==> src/rtl/core/owbm_pkg.sv <==
// Shared definitions for the 1-Wire bus master: slot timing, phase codes,
// drive and command codes. Depends on nothing; imported by onewire_bus_master.
package owbm_pkg;

   localparam int MAX_BITS = 64;
   localparam int CNT_W    = $clog2(MAX_BITS + 1);
   localparam int IDX_W    = $clog2(MAX_BITS);
   localparam int TICK_W   = 9;

   localparam logic [CNT_W-1:0] MAX_COUNT = CNT_W'(MAX_BITS);

   localparam logic [TICK_W-1:0] T_RST_LOW    = TICK_W'(480);
   localparam logic [TICK_W-1:0] T_RST_WAIT   = TICK_W'(70);
   localparam logic [TICK_W-1:0] T_RST_REC    = TICK_W'(410);
   localparam logic [TICK_W-1:0] T_SLOT_START = TICK_W'(6);
   localparam logic [TICK_W-1:0] T_W0_LOW     = TICK_W'(60);
   localparam logic [TICK_W-1:0] T_W0_REL     = TICK_W'(10);
   localparam logic [TICK_W-1:0] T_W1_REL     = TICK_W'(64);
   localparam logic [TICK_W-1:0] T_RD_WAIT    = TICK_W'(9);
   localparam logic [TICK_W-1:0] T_RD_END     = TICK_W'(55);

   localparam logic [3:0] PH_IDLE    = 4'd0;
   localparam logic [3:0] PH_RS_LOW  = 4'd1;
   localparam logic [3:0] PH_RS_WAIT = 4'd2;
   localparam logic [3:0] PH_RS_REC  = 4'd3;
   localparam logic [3:0] PH_W_LOW   = 4'd4;
   localparam logic [3:0] PH_W_REL   = 4'd5;
   localparam logic [3:0] PH_R_LOW   = 4'd6;
   localparam logic [3:0] PH_R_WAIT  = 4'd7;
   localparam logic [3:0] PH_R_END   = 4'd8;

   localparam logic [1:0] DRV_REL  = 2'd0;
   localparam logic [1:0] DRV_LOW  = 2'd1;
   localparam logic [1:0] DRV_HIGH = 2'd2;

   localparam logic [1:0] CMD_TICK  = 2'd0;
   localparam logic [1:0] CMD_RESET = 2'd1;
   localparam logic [1:0] CMD_WRITE = 2'd2;
   localparam logic [1:0] CMD_READ  = 2'd3;

   localparam int REQ_W = 72;
   localparam int RSP_W = 72;

   typedef logic [RSP_W-1:0] rsp_type;

endpackage

==> src/rtl/core/onewire_bus_master.sv <==
// Top level of the 1-Wire bus master: slot sequencer and output buffering.
// Depends on owbm_pkg for timing constants and phase, drive and command codes.

// The block takes one request per clock cycle while its output buffer has room and
// returns one result for every request. A request carries a command (a
// one-microsecond tick, or the start of a bus reset, write or read) and the sampled
// line level. Each request updates the phase, tick counter and shift registers when
// it is accepted and its result is registered; a two-entry output buffer lets a new
// request be taken while a result still waits, so the sustained rate is one request
// per cycle whenever the result side keeps up. Start commands are honored only while
// idle; ticks advance bus time only while an operation runs.
module onewire_bus_master
   import owbm_pkg::*;
(
   input  logic             clock,
   input  logic             reset,
   input  logic             req_tvalid,
   output logic             req_tready,
   // line_level [0], tx_bits [64:1], bit_count [71:65]
   input  logic [REQ_W-1:0] req_tdata,
   // cmd [1:0]
   input  logic [1:0]       req_tuser,
   output logic             rsp_tvalid,
   input  logic             rsp_tready,
   // line_drive [1:0], busy_res [2], done_res [3], status [4], rx_bits [68:5], zero fill
   output logic [RSP_W-1:0] rsp_tdata,
   input  logic             csr_valid,
   output logic             csr_ready,
   input  logic             csr_data
);

   logic [3:0]          phase_ff, phase_in;
   logic [TICK_W-1:0]   tick_ff, tick_in;
   logic [CNT_W-1:0]    left_ff, left_in;
   logic [IDX_W-1:0]    index_ff, index_in;
   logic [63:0]         tx_ff, tx_in;
   logic [63:0]         rx_ff, rx_in;
   logic                code_ff, code_in;
   logic [1:0]          drive_ff, drive_in;
   logic                power_ff;
   logic                done_in;

   logic                out_valid_ff, skid_valid_ff;
   rsp_type             out_ff, skid_ff;
   rsp_type             rsp_in;

   logic                accept;
   logic                out_take;
   logic [1:0]          cmd;
   logic                level;
   logic [63:0]         tx_bits;
   logic [CNT_W-1:0]    count_sat;
   logic [TICK_W-1:0]   tick_dec;
   logic [CNT_W-1:0]    left_dec;
   logic [1:0]          idle_drive;
   logic [63:0]         tx_shifted;

   assign cmd       = req_tuser;
   assign level     = req_tdata[0];
   assign tx_bits   = req_tdata[64:1];
   assign count_sat = (req_tdata[71:65] > MAX_COUNT) ? MAX_COUNT : req_tdata[71:65];

   assign accept     = req_tvalid && req_tready;
   assign out_take   = out_valid_ff && rsp_tready;
   assign req_tready = !skid_valid_ff;
   assign csr_ready  = 1'b1;

   assign tick_dec   = tick_ff - TICK_W'(1);
   assign left_dec   = left_ff - CNT_W'(1);
   assign idle_drive = power_ff ? DRV_HIGH : DRV_REL;
   assign tx_shifted = {1'b0, tx_ff[63:1]};

   always_comb begin
      phase_in = phase_ff;
      tick_in  = tick_ff;
      left_in  = left_ff;
      index_in = index_ff;
      tx_in    = tx_ff;
      rx_in    = rx_ff;
      code_in  = code_ff;
      drive_in = drive_ff;
      done_in  = 1'b0;
      if (phase_ff == PH_IDLE) begin
         if (cmd == CMD_RESET) begin
            code_in  = 1'b0;
            drive_in = DRV_LOW;
            phase_in = PH_RS_LOW;
            tick_in  = T_RST_LOW;
         end else if (cmd == CMD_WRITE || cmd == CMD_READ) begin
            code_in  = 1'b0;
            left_in  = count_sat;
            index_in = '0;
            if (cmd == CMD_READ) begin
               rx_in = '0;
            end else begin
               tx_in = tx_bits;
            end
            if (count_sat == '0) begin
               phase_in = PH_IDLE;
               tick_in  = '0;
               drive_in = idle_drive;
               done_in  = 1'b1;
            end else if (cmd == CMD_WRITE) begin
               drive_in = DRV_LOW;
               phase_in = PH_W_LOW;
               tick_in  = tx_bits[0] ? T_SLOT_START : T_W0_LOW;
            end else begin
               drive_in = DRV_LOW;
               phase_in = PH_R_LOW;
               tick_in  = T_SLOT_START;
            end
         end
      end else if (cmd == CMD_TICK) begin
         tick_in = tick_dec;
         if (tick_dec == '0) begin
            case (phase_ff)
               PH_RS_LOW: begin
                  drive_in = DRV_REL;
                  phase_in = PH_RS_WAIT;
                  tick_in  = T_RST_WAIT;
               end
               PH_RS_WAIT: begin
                  code_in  = level;
                  phase_in = PH_RS_REC;
                  tick_in  = T_RST_REC;
               end
               PH_RS_REC: begin
                  phase_in = PH_IDLE;
                  tick_in  = '0;
                  drive_in = idle_drive;
                  done_in  = 1'b1;
               end
               PH_W_LOW: begin
                  drive_in = DRV_REL;
                  phase_in = PH_W_REL;
                  tick_in  = tx_ff[0] ? T_W1_REL : T_W0_REL;
               end
               PH_W_REL: begin
                  tx_in   = tx_shifted;
                  left_in = left_dec;
                  if (left_dec == '0) begin
                     code_in  = 1'b0;
                     phase_in = PH_IDLE;
                     tick_in  = '0;
                     drive_in = idle_drive;
                     done_in  = 1'b1;
                  end else begin
                     index_in = index_ff + IDX_W'(1);
                     drive_in = DRV_LOW;
                     phase_in = PH_W_LOW;
                     tick_in  = tx_shifted[0] ? T_SLOT_START : T_W0_LOW;
                  end
               end
               PH_R_LOW: begin
                  drive_in = DRV_REL;
                  phase_in = PH_R_WAIT;
                  tick_in  = T_RD_WAIT;
               end
               PH_R_WAIT: begin
                  if (level) begin
                     rx_in[index_ff] = 1'b1;
                  end
                  phase_in = PH_R_END;
                  tick_in  = T_RD_END;
               end
               PH_R_END: begin
                  left_in = left_dec;
                  if (left_dec == '0) begin
                     code_in  = 1'b0;
                     phase_in = PH_IDLE;
                     tick_in  = '0;
                     drive_in = idle_drive;
                     done_in  = 1'b1;
                  end else begin
                     index_in = index_ff + IDX_W'(1);
                     drive_in = DRV_LOW;
                     phase_in = PH_R_LOW;
                     tick_in  = T_SLOT_START;
                  end
               end
               default: begin
                  phase_in = PH_IDLE;
                  tick_in  = '0;
                  drive_in = idle_drive;
               end
            endcase
         end
      end
   end

   assign rsp_in = {3'b000, rx_in, code_in, done_in, (phase_in != PH_IDLE), drive_in};

   always_ff @(posedge clock) begin
      if (reset) begin
         phase_ff <= PH_IDLE;
         tick_ff  <= '0;
         left_ff  <= '0;
         index_ff <= '0;
         tx_ff    <= '0;
         rx_ff    <= '0;
         code_ff  <= 1'b0;
         drive_ff <= DRV_REL;
      end else if (accept) begin
         phase_ff <= phase_in;
         tick_ff  <= tick_in;
         left_ff  <= left_in;
         index_ff <= index_in;
         tx_ff    <= tx_in;
         rx_ff    <= rx_in;
         code_ff  <= code_in;
         drive_ff <= drive_in;
      end
   end

   always_ff @(posedge clock) begin
      if (reset) begin
         power_ff <= 1'b0;
      end else if (csr_valid && csr_ready) begin
         power_ff <= csr_data;
      end
   end

   always_ff @(posedge clock) begin
      if (reset) begin
         out_valid_ff  <= 1'b0;
         skid_valid_ff <= 1'b0;
      end else if (skid_valid_ff) begin
         if (out_take) begin
            out_valid_ff  <= 1'b1;
            skid_valid_ff <= 1'b0;
         end
      end else if (!out_valid_ff || out_take) begin
         out_valid_ff <= accept;
      end else if (accept) begin
         skid_valid_ff <= 1'b1;
      end
   end

   always_ff @(posedge clock) begin
      if (skid_valid_ff) begin
         if (out_take) begin
            out_ff <= skid_ff;
         end
      end else if (!out_valid_ff || out_take) begin
         if (accept) begin
            out_ff <= rsp_in;
         end
      end else if (accept) begin
         skid_ff <= rsp_in;
      end
   end

   assign rsp_tvalid = out_valid_ff;
   assign rsp_tdata  = out_ff;

`ifndef SYNTHESIS
   a_skid_needs_out: assert property (@(posedge clock) disable iff (reset)
      skid_valid_ff |-> out_valid_ff)
      else $error("skid entry held without an output entry");

   a_idle_not_low: assert property (@(posedge clock) disable iff (reset)
      (phase_ff == PH_IDLE) |-> (drive_ff != DRV_LOW))
      else $error("line pulled low while idle");

   a_busy_tick_nonzero: assert property (@(posedge clock) disable iff (reset)
      (phase_ff != PH_IDLE) |-> (tick_ff != '0))
      else $error("slot timer empty during an operation");

   a_done_goes_idle: assert property (@(posedge clock) disable iff (reset)
      (accept && done_in) |=> (phase_ff == PH_IDLE))
      else $error("operation finished but sequencer not idle");
`endif

endmodule
==> config.mk <==
export PLATFORM = sky130hd
export DESIGN_NAME = onewire_bus_master
export DESIGN_NICKNAME = d
export VERILOG_FILES = /design/src/rtl/core/owbm_pkg.sv /design/src/rtl/core/onewire_bus_master.sv
export SDC_FILE = /design/constraint.sdc
export NUM_CORES = 1
export LEC_CHECK = 0
export BUFFER_PORTS_ARGS = -buffer_cell sky130_fd_sc_hd__buf_2
export CORE_ASPECT_RATIO = 0.9
export CORE_MARGIN = 4
export CORE_UTILIZATION = 45
export DETAILED_ROUTE_END_ITERATION = 7
export SYNTH_ARGS = -nofsm -noshare
export SYNTH_HDL_FRONTEND = slang
export SYNTH_SLANG_ARGS = --single-unit
==> constraint.sdc <==
create_clock -name clock -period 6.06 [get_ports clock]
set_clock_uncertainty 0.05 [all_clocks]
set_input_delay 1.212 -clock clock [delete_from_list [all_inputs] [get_ports clock]]
set_output_delay 1.212 -clock clock [all_outputs]
set_load 0.01 [all_outputs]
Yosys cells after proc, flatten, opt, wreduce, memory -nomap -nowiden. Cells that the tools add are included.

Register bits after elaboration: 301. Latch bits: 0. Bits in writable memories: 0. Bits in read-only memories: 0. Input bits: 80. Output and inout port bits: 75. Word-level logic and storage cells: 157. Memories: 0.

Add/sub/neg operators: 3. Multiply operators: 0. Divide/modulo/power cells: 0. Order comparisons: 3. Eq/ne operators: 17. Shift-type cells: 0. Mux-type cells: 89. Bitwise operators: 3. Reductions and logical operators: 29.

Operator list (count): $mux W64 (15); $mux W72 (4); $mux W6 (12); $or A64 B64 Y64 (1); $pmux W9 S7 (1); $mux W7 (8); $mux W9 (5); $pmux W4 S7 (1); $mux W1 (21); $mux W4 (5); $mux W2 (9); $eq A4 B3 Y1 const B (4); $logic_not A7 Y1 (2); $reduce_and A7 Y1 (2); $mux W3 (4); $reduce_bool A2 Y1 (6); $logic_not A9 Y1 (1); $reduce_and A3 Y1 (3); $sub A9 B1 Y9 const B (1); $eq A4 B2 Y1 const B (2); $gt A7 B7 Y1 const B (1); $lt A6 B7 Y1 const B (1); $sub A7 B1 Y7 const B (1); $add A6 B1 Y6 const B (1); other kinds (22) (33).

Logic depth before layout (Yosys ltp).
Word-level depth: 13. Mapped depth: 12. Depth with buffers taken out: 9.

Worst setup path after synthesis. OpenSTA, ideal clock, no wires.

Path kind: input-to-reg. Start point: in req_tvalid. End point: reg out_ff[0], in the netlist rsp_tdata[0], enable pin. Library setup time: 519 ps. Arrival: 5128 ps. Data required time: 5491 ps. Slack: 363 ps. Stages on the path: 4. Buffers on the path: 1. Path through: nor2b_1 > clkbuf_1 > a21oi_1 > a21oi_1.

Longest elaborated chain between the ends: 3.

RTL lines: from (decl) (RTL line onewire_bus_master.sv:17) `input logic req_tvalid,`; $logic_and A1 B1 Y1 (RTL line onewire_bus_master.sv:63) `assign accept = req_tvalid && req_tready;`; $reduce_bool A2 Y1 (no source line); $reduce_and A3 Y1 (no source line); to (signal assigned) (RTL line onewire_bus_master.sv:242) `out_ff <= skid_ff;`; to (signal assigned) (RTL line onewire_bus_master.sv:246) `out_ff <= rsp_in;`; to (decl) (RTL line onewire_bus_master.sv:44) `rsp_type out_ff, skid_ff;`.

Every way passes these cells. A chain may end at the register's enable or synchronous reset.

Final worst setup path.
Start point: reg tick_ff[0]. End point: reg out_ff[47], in the netlist rsp_tdata[47], data pin.

Longest elaborated chain between the ends: 8.

RTL lines: from (decl) (RTL line onewire_bus_master.sv:33) `logic [TICK_W-1:0] tick_ff, tick_in;`; from (signal assigned) (RTL line onewire_bus_master.sv:205) `tick_ff <= tick_in;`; $sub A9 B1 Y9 (RTL line onewire_bus_master.sv:68) `assign tick_dec = tick_ff - TICK_W'(1);`; $logic_not A9 Y1 (RTL line onewire_bus_master.sv:115) `if (tick_dec == '0) begin`; $mux W64 (RTL line onewire_bus_master.sv:115); $mux W64 (RTL line onewire_bus_master.sv:113) `end else if (cmd == CMD_TICK) begin`; $mux W64 (RTL line onewire_bus_master.sv:83) `if (phase_ff == PH_IDLE) begin`; net rsp_in[47] (RTL line onewire_bus_master.sv:45) `rsp_type rsp_in;`; $mux W72 (RTL line onewire_bus_master.sv:245) `if (accept) begin`; $mux W72 (RTL line onewire_bus_master.sv:244) `end else if (!out_valid_ff || out_take) begin`; $mux W72 (RTL line onewire_bus_master.sv:240) `if (skid_valid_ff) begin`.

The timed path passes the listed nets, and every way through them passes these cells. The select of a mux whose other input is x is not followed.

==> PnR_summary.wiki <==
{| class="wikitable"
! Metric !! Value
|-
| Outcome || finished clean
|-
| Post-synthesis register bit count || 298
|-
| Number of levels the H-tree was split into || 1
|-
| First-pass GRT wire length || 51800 µm
|-
| CP Launch Type || flip-flop
|-
| Clock tree from TritonCTS || done
|-
| Iteration-0 DRC count of the detailed router || 836
|-
| Area overhead of the layout relative to synthesis || 15.1%
|-
| Drt total wl || around 32000 µm
|-
| Most area-consuming cells after synthesis || sky130_fd_sc_hd__edfxtp_1, sky130_fd_sc_hd__dfxtp_1, sky130_fd_sc_hd__nand2_1
|-
| Area of the core || around 0.029 mm²
|-
| Number of cell rows || 59
|-
| Post-DR wirelength/cell || 17.6 µm
|-
| Drt drc || 0
|-
| Largest net degree at the start of global routing || 81
|-
| Achievable frequency || 0.269 GHz
|-
| Number of nets in the final layout || 1503
|-
| Layout cells sized above 1 || 0.204
|-
| Die area || 0.0321 mm²
|-
| Longest individual stage delay on the worst path || between 0.6 and 0.7 ns
|-
| Fraction of synthesis flops using an asynchronous set or reset pin || 0
|-
| Post-cts hold buffer count || 0
|-
| Cell area after layout || 0.0152 mm²
|-
| Number of distinct library cells after synthesis || 74
|-
| Relative slew margins || 0.174
|-
| Overflow left after global routing || 0
|-
| Endpoint type of the worst setup path || flip-flop
|-
| Max Transition Viols Final || 0
|-
| Most common library cell in the layout ignoring fill and taps || sky130_fd_sc_hd__nand2_1
|-
| Filler instances || 2699
|-
| Cell-by-cell trace of the critical path || inv_1 -> ha_1 -> or4b_4 -> xor2_1 -> a22o_2 -> and3_1 -> nand3_1 -> o21ai_0 -> mux2_2
|-
| Leading register cell type out of synthesis || sky130_fd_sc_hd__dfxtp_1
|-
| RD Place Congestion || 0.894
|-
| Arrival time of the worst setup path || just over 4 ns
|-
| Slew @ Worst Pin || 1.23 ns
|-
| Crit Path Category || flip-flop to flip-flop
|-
| Post-layout minimum cycle time || 3.72 ns
|-
| Library cell contributing the largest single delay on the critical path || sky130_fd_sc_hd__and3_1
|-
| Area of the multi-input gates || 0.00541 mm²
|-
| Final-report setup violation count || 0
|-
| Leakage power || 5.47 nW
|-
| Proportion of netlist area held by the largest area contributor || 0.314
|-
| Post-synth EDFFs || 138
|-
| Sequential share of the synthesized area || 0.557
|-
| Count of final hold-check violations || 0
|-
| Post-DP Area || approximately 0.014 mm²
|-
| Detail-routed via count per cell || 5.60
|-
| Antenna violation net count after detailed routing || 0
|-
| Worst-case hold slack || 0.405 ns
|-
| Floorplan die width || 188 µm
|-
| Number of warnings issued by yosys || 0
|-
| Mean instance size in the synthesized netlist || 10.0 µm²
|-
| Clock-pin slew on the worst setup and hold paths || 0.06 ns
|-
| Number of top-level pins || 155
|-
| # resized after CTS || 0
|-
| Initial antenna violation count || 0
|-
| Area of the mapped netlist || 0.0132 mm²
|-
| CP max FO || 19
|-
| Minimum setup slack after placement || 2.08 ns
|-
| Max-capacitance violation count || 0
|-
| Starting density of the core || 0.456
|-
| Setup fix buffers added after clock tree synthesis || 0
|-
| Via count || approximately 10000
|-
| Via count of the first global-routing pass || about 9600
|-
| Combined global-route utilization of all metal layers || 0.194
|-
| Final TNS setup || 0 ns
|-
| Highest-count cells in the layout ignoring fill and taps || sky130_fd_sc_hd__nand2_1, sky130_fd_sc_hd__dfxtp_1, sky130_fd_sc_hd__buf_2
|-
| Drt pass-1 iters || 5
|-
| Final critical-path share of the clock period || 0.613
|-
| Clock network latency to the later pin of the worst-skew pair || 0.57 ns
|-
| Post-route worst setup slack || 2.34 ns
|-
| Tightest Hold Check Type || flip-flop to flip-flop
|-
| Count of buffers inserted at the top-level ports || 150
|-
| Highest ir drop seen on vdd || a little over 0.0002 V
|-
| CP required || 6.44 ns
|-
| Number of clock buffers inserted by TritonCTS || 31
|-
| Detailed Place HPWL || approximately 21000 µm
|-
| Gate Count Post-Synth || 1318
|-
| Pwr Density || between 300 and 400 mW/mm²
|-
| FF/Latch Area || 0.00735 mm²
|-
| Clk sink count || 298
|-
| Maximum root-to-sink buffer count || 3
|-
| Die height || approximately 170 µm
|-
| Unrepaired setup endpoints after global routing || false
|-
| Clock tree root buffer cell || sky130_fd_sc_hd__clkbuf_16
|-
| Overall Power || 4.62 mW
|-
| Library cell occupying the most area in the post-synthesis netlist || sky130_fd_sc_hd__edfxtp_1
|}
-- sequential cells by signal (all words and copies together) (netlist names) --
register       flops
tick_ff            9
index_ff           6
rsp_tvalid         1
phase_ff           4
code_ff            1
skid_ff           69
drive_ff           2
rx_ff             64
left_ff            7
power_ff           1
tx_ff             64
skid_valid_ff      1
rsp_tdata         69
-- routing by layer --
layer  vias to the layer above  global-route usage  share of wire
met5                         -                   0              0
met4                         0              0.0459          0.021
met3                        48              0.0334          0.064
met2                       319               0.301           0.44
met1                      4895               0.286           0.47
li1                       5036                   -              -
-- through the flow --
stage               cells   util
global placement     1781  0.490
floorplan            1320      -
global route         1839  0.524
CTS                  1839  0.524
detailed placement   1781  0.490
finish               1840  0.524
-- synthesized netlist by cell type (all sizes together), types with 21 or more instances --
cell,instances
a21oi,36
a22o,57
a311oi,64
buf,23
clkbuf,75
dfxtp,160
edfxtp,138
mux2,69
nand2,252
nand3,28
nor2,132
nor3,21
o21ai,105
-- worst max-delay path: cells and delay by family (launching register included) --
family	cells	cell delay (ns)
AND/OR/NAND/NOR	3	1.73
AO/OA/AOI/OAI	2	0.66
flip-flops	1	0.37
adder cells (fa/ha/maj)	1	0.31
multiplexers	1	0.22
XOR/XNOR	1	0.15
buffers and inverters	1	0.08
-- path summary, 6_finish.rpt --
path / cells past startpoint / slack [ns] / endpoint / from
worst min-delay path: 2 / 0.40 / rx_ff[0] / rx_ff[0]
worst min register to register: 2 / 0.40 / rx_ff[0] / rx_ff[0]
worst max-delay path: 9 / 2.34 / rsp_tdata[47] / tick_ff[0]
worst max register to register: 9 / 2.34 / rsp_tdata[47] / tick_ff[0]
-- cell type report --
cell class / instances / share of cell area
Tap cell: 396 / 0.0326
Sequential cell: 298 / 0.484
Timing Repair Buffer: 163 / 0.0569
Inverter: 17 / 0.00420
Antenna cell: 1 / 0.000165
Clock buffer: 47 / 0.0592
Clock inverter: 11 / 0.00627
Multi-Input combinational cell: 907 / 0.357
-- report_power, final --
| part | total [mW] | switching, mW | internal [mW] |
|---|---|---|---|
| logic | 0.529 | 0.339 | 0.190 |
| registers | 2.24 | 0.0502 | 2.19 |
| clock network | 1.85 | 0.781 | 1.07 |
-- cell families (layout without fill, tap and decap cells) --
kind of cell,count (synthesis),count (layout),synth area share
other,2,5,0.000569
muxes,73,73,0.0619
adders and majority gates,5,5,0.00474
AOI/OAI and AO/OA,321,321,0.173
buffers and inverters,115,238,0.0368
xor gates and xnor gates,4,4,0.00266
and+or+nand+nor,500,500,0.164
DFF,298,298,0.557
Note: power is estimated with default switching activity, not from simulation.
